`src/rtl/core/hsv_to_rgbw_pwm_compare_assert.svh`:
```
// ---------------------------------------------------------------------------
// HSV to RGBW PWM compare: assertion macros
// Concurrent checks that compile away when ASSERT_OFF is defined.
// ---------------------------------------------------------------------------
`ifndef HSV_TO_RGBW_PWM_COMPARE_ASSERT_SVH
`define HSV_TO_RGBW_PWM_COMPARE_ASSERT_SVH
`ifndef ASSERT_OFF
// Same-cycle implication, disabled during reset
`define HSVPWM_ASSERT_IMPLIES(label, clk, rst, ante, cons) \
  label: assert property (@(posedge clk) disable iff (rst) (ante) |-> (cons)) \
    else $error("hsvpwm: same-cycle check failed");
// Next-cycle implication, disabled during reset
`define HSVPWM_ASSERT_NEXT(label, clk, rst, ante, cons) \
  label: assert property (@(posedge clk) disable iff (rst) (ante) |=> (cons)) \
    else $error("hsvpwm: next-cycle check failed");
`else
`define HSVPWM_ASSERT_IMPLIES(label, clk, rst, ante, cons)
`define HSVPWM_ASSERT_NEXT(label, clk, rst, ante, cons)
`endif
`endif

```
`src/rtl/core/hsvpwm_pkg.sv`:
```
// ---------------------------------------------------------------------------
// HSV to RGBW PWM compare: shared package
// Pipeline depths, scale constants, reciprocals and register indexes.
// ---------------------------------------------------------------------------
package hsvpwm_pkg;

  // Pipeline depth: color conversion stages, then duty and compare stages
  localparam int COLOR_STAGES = 10;
  localparam int DUTY_STAGES  = 7;
  localparam int NSTAGES      = COLOR_STAGES + DUTY_STAGES;

  // Scale constants
  localparam logic [8:0] HUE_TURN    = 9'd360;
  localparam logic [5:0] SECTOR_SPAN = 6'd60;
  localparam logic [7:0] LEVEL_MAX   = 8'd255;
  localparam logic [9:0] SCALE_MAX   = 10'd1000;
  localparam logic [4:0] GEAR_MAX    = 5'd20;

  // Floor reciprocals: each estimate is the true quotient or one less
  localparam logic [15:0] RECIP_360    = 16'd46603;    // 2^24 / 360
  localparam logic [18:0] RECIP_1000_S = 19'd268435;   // 2^28 / 1000
  localparam logic [14:0] RECIP_60     = 15'd17476;    // 2^20 / 60
  localparam logic [24:0] RECIP_255    = 25'd16843009; // 2^32 / 255
  localparam logic [26:0] RECIP_1000_W = 27'd68719476; // 2^36 / 1000
  localparam logic [21:0] RECIP_20     = 22'd3355443;  // 2^26 / 20

  // Configuration register indexes
  localparam logic [1:0] CFG_FULL_SCALE = 2'd0;
  localparam logic [1:0] CFG_PERIOD     = 2'd1;
  localparam logic [1:0] CFG_GEAR       = 2'd2;

  // Configuration reset values
  localparam logic [15:0] FULL_SCALE_RST = 16'd1000;
  localparam logic [15:0] PERIOD_RST     = 16'd1000;
  localparam logic [4:0]  GEAR_RST       = 5'd20;

endpackage

```
`src/rtl/core/hsvpwm_color.sv`:
```
// ---------------------------------------------------------------------------
// HSV to RGBW PWM compare: color conversion pipeline
// Ten-stage integer six-sector HSV to 8-bit RGB, advanced by per-stage enables.
// ---------------------------------------------------------------------------
module hsvpwm_color (
  input  logic                                clk,
  input  logic [hsvpwm_pkg::COLOR_STAGES-1:0] en,
  input  logic [15:0]                         hue,
  input  logic [9:0]                          saturation,
  input  logic [9:0]                          brightness,
  input  logic [9:0]                          white,
  output logic [7:0]                          red,
  output logic [7:0]                          green,
  output logic [7:0]                          blue,
  output logic [9:0]                          white_lvl
);

  localparam int NC = hsvpwm_pkg::COLOR_STAGES;

  typedef enum logic [2:0] {
    SEC_RED_YEL, SEC_YEL_GRN, SEC_GRN_CYN, SEC_CYN_BLU, SEC_BLU_MAG, SEC_MAG_RED
  } sector_t;

  typedef struct packed {
    logic [15:0] hue;
    logic [7:0]  hq;
    logic [8:0]  h;
    logic [9:0]  sat;
    logic [17:0] vt;
    logic [7:0]  top;
    sector_t     sector;
    logic [5:0]  hm;
    logic [17:0] bp;
    logic [7:0]  bottom;
    logic [13:0] rp;
    logic [7:0]  ramp;
    logic [7:0]  red;
    logic [7:0]  green;
    logic [7:0]  blue;
    logic [9:0]  white;
  } cpipe_t;

  cpipe_t st [NC];
  cpipe_t nx [NC];

  // Per-stage work; each stage starts from the one before it
  always_comb begin
    logic [9:0]  v;
    logic [31:0] p32;
    logic [16:0] hrem;
    logic [36:0] p37;
    logic [17:0] rem18;
    logic [8:0]  sbase;
    logic [28:0] p29;
    logic [13:0] rem14;

    // Stage 0: clamp inputs, hue quotient estimate, value times 255
    nx[0]       = '0;
    nx[0].hue   = hue;
    nx[0].sat   = (saturation > hsvpwm_pkg::SCALE_MAX) ? hsvpwm_pkg::SCALE_MAX : saturation;
    v           = (brightness > hsvpwm_pkg::SCALE_MAX) ? hsvpwm_pkg::SCALE_MAX : brightness;
    nx[0].white = (white > hsvpwm_pkg::SCALE_MAX) ? hsvpwm_pkg::SCALE_MAX : white;
    p32         = 32'(hue) * 32'(hsvpwm_pkg::RECIP_360);
    nx[0].hq    = p32[31:24];
    nx[0].vt    = 18'(v) * 18'(hsvpwm_pkg::LEVEL_MAX);

    // Stage 1: hue remainder fix, top estimate
    nx[1]   = st[0];
    hrem    = 17'(st[0].hue) - 17'(st[0].hq) * 17'(hsvpwm_pkg::HUE_TURN);
    nx[1].h = (hrem >= 17'(hsvpwm_pkg::HUE_TURN)) ?
              9'(hrem - 17'(hsvpwm_pkg::HUE_TURN)) : 9'(hrem);
    p37       = 37'(st[0].vt) * 37'(hsvpwm_pkg::RECIP_1000_S);
    nx[1].top = p37[35:28];

    // Stage 2: top fix, sector and offset within sector
    nx[2] = st[1];
    rem18 = st[1].vt - 18'(st[1].top) * 18'(hsvpwm_pkg::SCALE_MAX);
    if (rem18 >= 18'(hsvpwm_pkg::SCALE_MAX)) begin
      nx[2].top = st[1].top + 8'd1;
    end
    priority if (st[1].h < 9'd60) begin
      nx[2].sector = SEC_RED_YEL;
      sbase        = 9'd0;
    end else if (st[1].h < 9'd120) begin
      nx[2].sector = SEC_YEL_GRN;
      sbase        = 9'd60;
    end else if (st[1].h < 9'd180) begin
      nx[2].sector = SEC_GRN_CYN;
      sbase        = 9'd120;
    end else if (st[1].h < 9'd240) begin
      nx[2].sector = SEC_CYN_BLU;
      sbase        = 9'd180;
    end else if (st[1].h < 9'd300) begin
      nx[2].sector = SEC_BLU_MAG;
      sbase        = 9'd240;
    end else begin
      nx[2].sector = SEC_MAG_RED;
      sbase        = 9'd300;
    end
    nx[2].hm = 6'(st[1].h - sbase);

    // Stage 3: bottom product
    nx[3]    = st[2];
    nx[3].bp = 18'(st[2].top) * 18'(hsvpwm_pkg::SCALE_MAX - st[2].sat);

    // Stage 4: bottom estimate
    nx[4]        = st[3];
    p37          = 37'(st[3].bp) * 37'(hsvpwm_pkg::RECIP_1000_S);
    nx[4].bottom = p37[35:28];

    // Stage 5: bottom fix
    nx[5] = st[4];
    rem18 = st[4].bp - 18'(st[4].bottom) * 18'(hsvpwm_pkg::SCALE_MAX);
    if (rem18 >= 18'(hsvpwm_pkg::SCALE_MAX)) begin
      nx[5].bottom = st[4].bottom + 8'd1;
    end

    // Stage 6: ramp product
    nx[6]    = st[5];
    nx[6].rp = 14'(st[5].top - st[5].bottom) * 14'(st[5].hm);

    // Stage 7: ramp estimate
    nx[7]      = st[6];
    p29        = 29'(st[6].rp) * 29'(hsvpwm_pkg::RECIP_60);
    nx[7].ramp = p29[27:20];

    // Stage 8: ramp fix
    nx[8] = st[7];
    rem14 = st[7].rp - 14'(st[7].ramp) * 14'(hsvpwm_pkg::SECTOR_SPAN);
    if (rem14 >= 14'(hsvpwm_pkg::SECTOR_SPAN)) begin
      nx[8].ramp = st[7].ramp + 8'd1;
    end

    // Stage 9: pick channel levels by sector
    nx[9] = st[8];
    unique case (st[8].sector)
      SEC_RED_YEL: begin
        nx[9].red   = st[8].top;
        nx[9].green = st[8].bottom + st[8].ramp;
        nx[9].blue  = st[8].bottom;
      end
      SEC_YEL_GRN: begin
        nx[9].red   = st[8].top - st[8].ramp;
        nx[9].green = st[8].top;
        nx[9].blue  = st[8].bottom;
      end
      SEC_GRN_CYN: begin
        nx[9].red   = st[8].bottom;
        nx[9].green = st[8].top;
        nx[9].blue  = st[8].bottom + st[8].ramp;
      end
      SEC_CYN_BLU: begin
        nx[9].red   = st[8].bottom;
        nx[9].green = st[8].top - st[8].ramp;
        nx[9].blue  = st[8].top;
      end
      SEC_BLU_MAG: begin
        nx[9].red   = st[8].bottom + st[8].ramp;
        nx[9].green = st[8].bottom;
        nx[9].blue  = st[8].top;
      end
      default: begin
        nx[9].red   = st[8].top;
        nx[9].green = st[8].bottom;
        nx[9].blue  = st[8].top - st[8].ramp;
      end
    endcase
  end

  // Advance each stage when its enable is set
  always_ff @(posedge clk) begin
    for (int k = 0; k < NC; k++) begin
      if (en[k]) begin
        st[k] <= nx[k];
      end
    end
  end

  assign red       = st[NC-1].red;
  assign green     = st[NC-1].green;
  assign blue      = st[NC-1].blue;
  assign white_lvl = st[NC-1].white;

endmodule
```
`config.mk`:
```
export PLATFORM = sky130hd
export DESIGN_NAME = hsvpwm_color
export DESIGN_NICKNAME = d
export VERILOG_FILES = /design/src/rtl/core/hsv_to_rgbw_pwm_compare_assert.svh /design/src/rtl/core/hsvpwm_pkg.sv /design/src/rtl/core/hsvpwm_color.sv
export SDC_FILE = /design/constraint.sdc
export NUM_CORES = 2
export LEC_CHECK = 0
export BUFFER_PORTS_ARGS = -buffer_cell sky130_fd_sc_hd__clkbuf_2
export CELL_PAD_IN_SITES_DETAIL_PLACEMENT = 2
export CELL_PAD_IN_SITES_GLOBAL_PLACEMENT = 2
export CORE_MARGIN = 10
export CORE_UTILIZATION = 45
export CTS_BUF_LIST = sky130_fd_sc_hd__clkbuf_16
export DETAILED_ROUTE_END_ITERATION = 16
export PLACE_DENSITY_LB_ADDON = 0.1
export SLEW_MARGIN = 20
export SYNTH_ARGS = -nofsm -noshare
export SYNTH_HDL_FRONTEND = slang
export SYNTH_SLANG_ARGS = --single-unit
export TNS_END_PERCENT = 100
```
`constraint.sdc`:
```
create_clock -name clk -period 8.4 [get_ports clk]
set_input_delay 1.68 -clock clk [delete_from_list [all_inputs] [get_ports clk]]
set_output_delay 1.68 -clock clk [all_outputs]
set_load 0.01 [all_outputs]
```
; After elaboration in Yosys (flattened, before gate mapping)
; Memory sizes are Yosys's and may differ from the RTL's.
; Index checks and enable logic that the tools add are counted.
[op_classes]
addsub = 13
n_mul = 11
order_cmp = 12
n_eq_ne = 4
n_mux = 38
n_reduce_logical = 1
[ops]
columns = op, count
row1 = $pmux W24 S5, 1
row2 = $mul A18 B19 Y36 const B, 2
row3 = $ge A18 B10 Y1 const B, 2
row4 = $sub A18 B18 Y18, 2
row5 = $mul A16 B16 Y32 const B, 1
row6 = $gt A10 B10 Y1 const B, 3
row7 = $mul A8 B7 Y15 const B, 2
row8 = $mux W10, 3
row9 = $mul A14 B13 Y26 const B, 1
row10 = $add A8 B1 Y8 const B, 3
row11 = $mux W6, 4
row12 = $mux W8, 3
row13 = $mux W1, 21
row14 = $lt A9 B8 Y1 const B, 2
row15 = $mul A10 B8 Y18 const B, 1
row16 = $mul A9 B11 Y18, 1
row17 = $ge A17 B9 Y1 const B, 1
row18 = $sub A16 B17 Y17, 1
row19 = $ge A14 B6 Y1 const B, 1
row20 = $mul A8 B6 Y14 const B, 1
row21 = $mul A9 B7 Y14, 1
row22 = $sub A14 B14 Y14, 1
row23 = $mul A8 B4 Y12 const B, 1
row24 = $mux W3, 4
row25 = other kinds (15), 16
[word_totals]
regBits = 0
mem_bits_rw = 1600
in_bits = 57
output_inout_bits = 34
n_memories = 1
[mem_list]
columns = memory, depth, word_bits, read_ports, rd_ports_with_merged_regs, wr, line_no
row1 = st, 10, 160, 10, 0, 10, hsvpwm_color.sv:43  ; cpipe_t st [NC];

; Logic depth before layout (Yosys ltp)
; An unclocked memory read counts as a cell.
[logic_depth]
depth_word = 8
ltp_mapped = 26
mapped_depth_nobuf = 26

; Least setup slack after synthesis
; Ideal clock, no wire load.
[synth_path]
kind = input to register
startpoint = in hue[3]
endpoint = mem st[0][143] (netlist bit) (data pin)
t_arrival_ns = 6.582
t_required_ns = 8.140
path_slack_ns = 1.558
cell_stages = 18
path_buffers = 0
cell_sequence = ha_1 -> inv_1 -> fa_1 -> inv_1 -> fa_1 -> fa_1 -> fa_1 -> fa_1 -> ha_1 -> a21o_1 -> a21o_1 -> a221o_1 -> a221oi_1 -> o21ai_1 -> a221oi_1 -> a21oi_1 -> a21oi_1 -> xnor2_1
[synth_lines]
columns = item, line_no
row1 = "start, declared", hsvpwm_color.sv:8  ; input logic [15:0] hue,
row2 = "end, declared", hsvpwm_color.sv:43

==> flow_summary_export.csv <==
group,metric,value,unit
run_status,status,"complete, no violations",
cells_and_area,final_cell_mix,"inv_1 (802), ha_1 (756), edfxtp_1 (444)",
clocking,clk_path_buf_depth,3,
timing,rsz0062_at_grt,"no",
setup_path,slowest_delay,0.67,ns
synth,syn_nets,4968,
setup_path,timing.rr.start,"st[1][91]$_DFFE_PP_",
global_routing,track_usage,22.8,%
timing,setup_ws,1.35,ns
setup_path,critPathBufInv,2,
setup_path,worst-endpoint-arrival,7.39,ns
place,dp_cells,5064,
global_routing,grt_max_degree,61,
floorplan,num_rows,112,
cells_and_area,nNetsFinal,5082,
floorplan,die_w,326,um
timing,setup_tns,0,ns
timing,setup_viol,0,
synth,syn_area_per_cell,11.2,um2
synth,synth_seq_cells,444,
floorplan,initial_core_util,45.3,%
setup_path,worst_r2r_path_depth,25,
route,totalWireLength,121000,um
synth,synth_edf_count,444,
setup_path,critPathSlowestCell,"fa_1",
timing,finalCritPeriodShare,84.0,%
cells_and_area,reg.largest.list,"st (444)",
place,gp_congestion,0.847,
setup_path,crit_start,"st[1][91]$_DFFE_PP_",
clocking,insertion_delay,0.66,ns
global_routing,grt_first_pass_wirelength,191000,um
place,place_hpwl,96700,um
cells_and_area,final_cell_count_no_fill,5162,
worst_hold_path,min_from,"st[6][1]$_DFFE_PP_",
timing,hold_ws,0.400,ns
setup_path,cp_max_fo,9,
synth,synthCells,3752,
synth,synth_warnings,0,
run,cap_violations,0,
route,routed_via_density,5.37,
clocking,cts_setup_buffers,0,
setup_path,path_depth,25,
floorplan,fp.dieH,326,um
timing,post-route-min-period,7.05,ns
global_routing,antenna_found_initial,2,
synth,synth-main-ff-cell,"edfxtp_1",
clocking,clkSinkCount,444,
floorplan,core,93200,um2
cells_and_area,largest_register_ffs,444,
synth,yosysSeqAreaShare,31.6,%
timing,finClkSkew,0.0473,ns
timing,fmax,142,MHz
clocking,ctsRootBufferMaster,"clkbuf_16",
cells_and_area,final_common_cell,"inv_1",
route,wl_per_cell,23.4,um
synth,synthArstFlopShare,0,%
global_routing,grt_pass1_vias,33300,
global_routing,gr-total-overflow,0,
setup_path,worstPathRequired,8.74,ns
worst_hold_path,hp-class,"reg2reg",
worst_hold_path,min_path_cells,0,
cells_and_area,num_antenna_cells,0,
timing,drv_slew,0,
setup_path,setup.worst_path.class,"reg2reg",
cells_and_area,drive_gt1_share,5.45,%
setup_path,path_delay_family,"adder cells",
route,dr.first_iter.drc_count,1114,
timing,worst_pin_slew,1.05,ns
setup_path,crit_path_end_kind,"flip-flop",
clocking,htree_levels,2,
floorplan,ioPinCount,91,
synth,synth_area,42200,um2
setup_path,start_kind,"flip-flop",
clocking,cts_buffers,54,
route,ant_nets,0,
clocking,cts_tree,"built",
route,drtPass1Iterations,5,
cells_and_area,syn2layout_area_growth,8.94,%
place,dp_slack,0.964,ns
timing,relSlewSlack,29.9,%
clocking,postCtsHoldBufs,0,
floorplan,die-area,106000,um2
clocking,cts.clk_slew.worst_paths,0.06,ns
cells_and_area,largest_register,"st",
timing,finalHoldViolCount,0,
place,port_buffers,90,
synth,synth_cell_type_count,70,
route,num_vias,27700,
route,drc,0,
clocking,post_cts_resized,0,
-- cells by family after synthesis --
kind of cell               share of synthesized area (%)
adders and majority gates                           41.5
DFF                                                 31.6
buffers and inverters                               7.44
and+or+nand+nor                                     7.07
xor gates and xnor gates                            4.00
AOI/OAI and AO/OA                                   7.70
muxes                                              0.661
-- through the flow --
| stage | instance area [um2] | utilization [%] |
|---|---|---|
| global route | 46000 | 49.3 |
| global placement | 44100 | 47.4 |
| detailed placement | 44100 | 47.4 |
| finish | 46000 | 49.3 |
| floorplan | 42200 | - |
| CTS | 46000 | 49.3 |
-- area by class of cell --
type,instances,area (um2)
clock inverters,44,487
flip-flops and latches,444,13300
well taps,1254,1570
multi-input cells,2472,25700
repair buffers,99,520
fillers,9422,47200
clock buffers,54,1350
inverters,795,2980
-- worst paths after layout --
check | slack (ns) | endpoint
worst max-delay path | 1.35 | st[2][98]$_DFFE_PP_
worst min-delay path | 0.40 | st[7][1]$_DFFE_PP_
worst max register to register | 1.35 | st[2][98]$_DFFE_PP_
worst min register to register | 0.40 | st[7][1]$_DFFE_PP_
-- layer usage --
| layer | part of all wire [%] | global-route usage [%] | vias up | routed length (um) |
|---|---|---|---|---|
| met1 | 40 | 26.0 | 14300 | 48500 |
| met4 | 3.6 | 7.94 | 4 | 4320 |
| met2 | 54 | 43.4 | 409 | 64800 |
| met3 | 2.6 | 2.77 | 232 | 3180 |
| met5 | 0.026 | 0 | - | 31 |
| li1 | - | - | 12800 | - |
-- synth_stat cells (57+ instances only) --
master	count	area share, %
a21o_1	57	1.0
a21oi_1	130	1.5
and2_1	99	1.5
edfxtp_1	444	32
fa_1	403	19
ha_1	756	22
inv_1	794	7.1
nand2_1	182	1.6
nor2_1	105	0.93
o21ai_0	104	1.2
xnor2_1	132	2.7
xor2_1	58	1.2
-- worst reg2reg max path: stages (launching register included) --
cell      delay, ns
edfxtp_1       0.57
fa_1           0.67
xor2_1         0.16
ha_1           0.27
fa_1           0.52
inv_1          0.05
fa_1           0.51
inv_1          0.05
ha_1           0.32
o21ai_0        0.14
a21oi_1        0.14
o21ai_0        0.27
a21boi_0       0.15
o21a_1         0.20
o21a_1         0.20
o311a_1        0.34
ha_1           0.33
nor2b_1        0.15
o31ai_1        0.17
o21ai_0        0.14
nor4_1         0.22
o211ai_1       0.13
nor4_1         0.21
nand4_1        0.44
nand4_1        0.31
xnor2_1        0.12
Power is left out: the tool's default activity adds up to more than one toggle a clock period on the data nets, which glitch-free logic cannot reach.
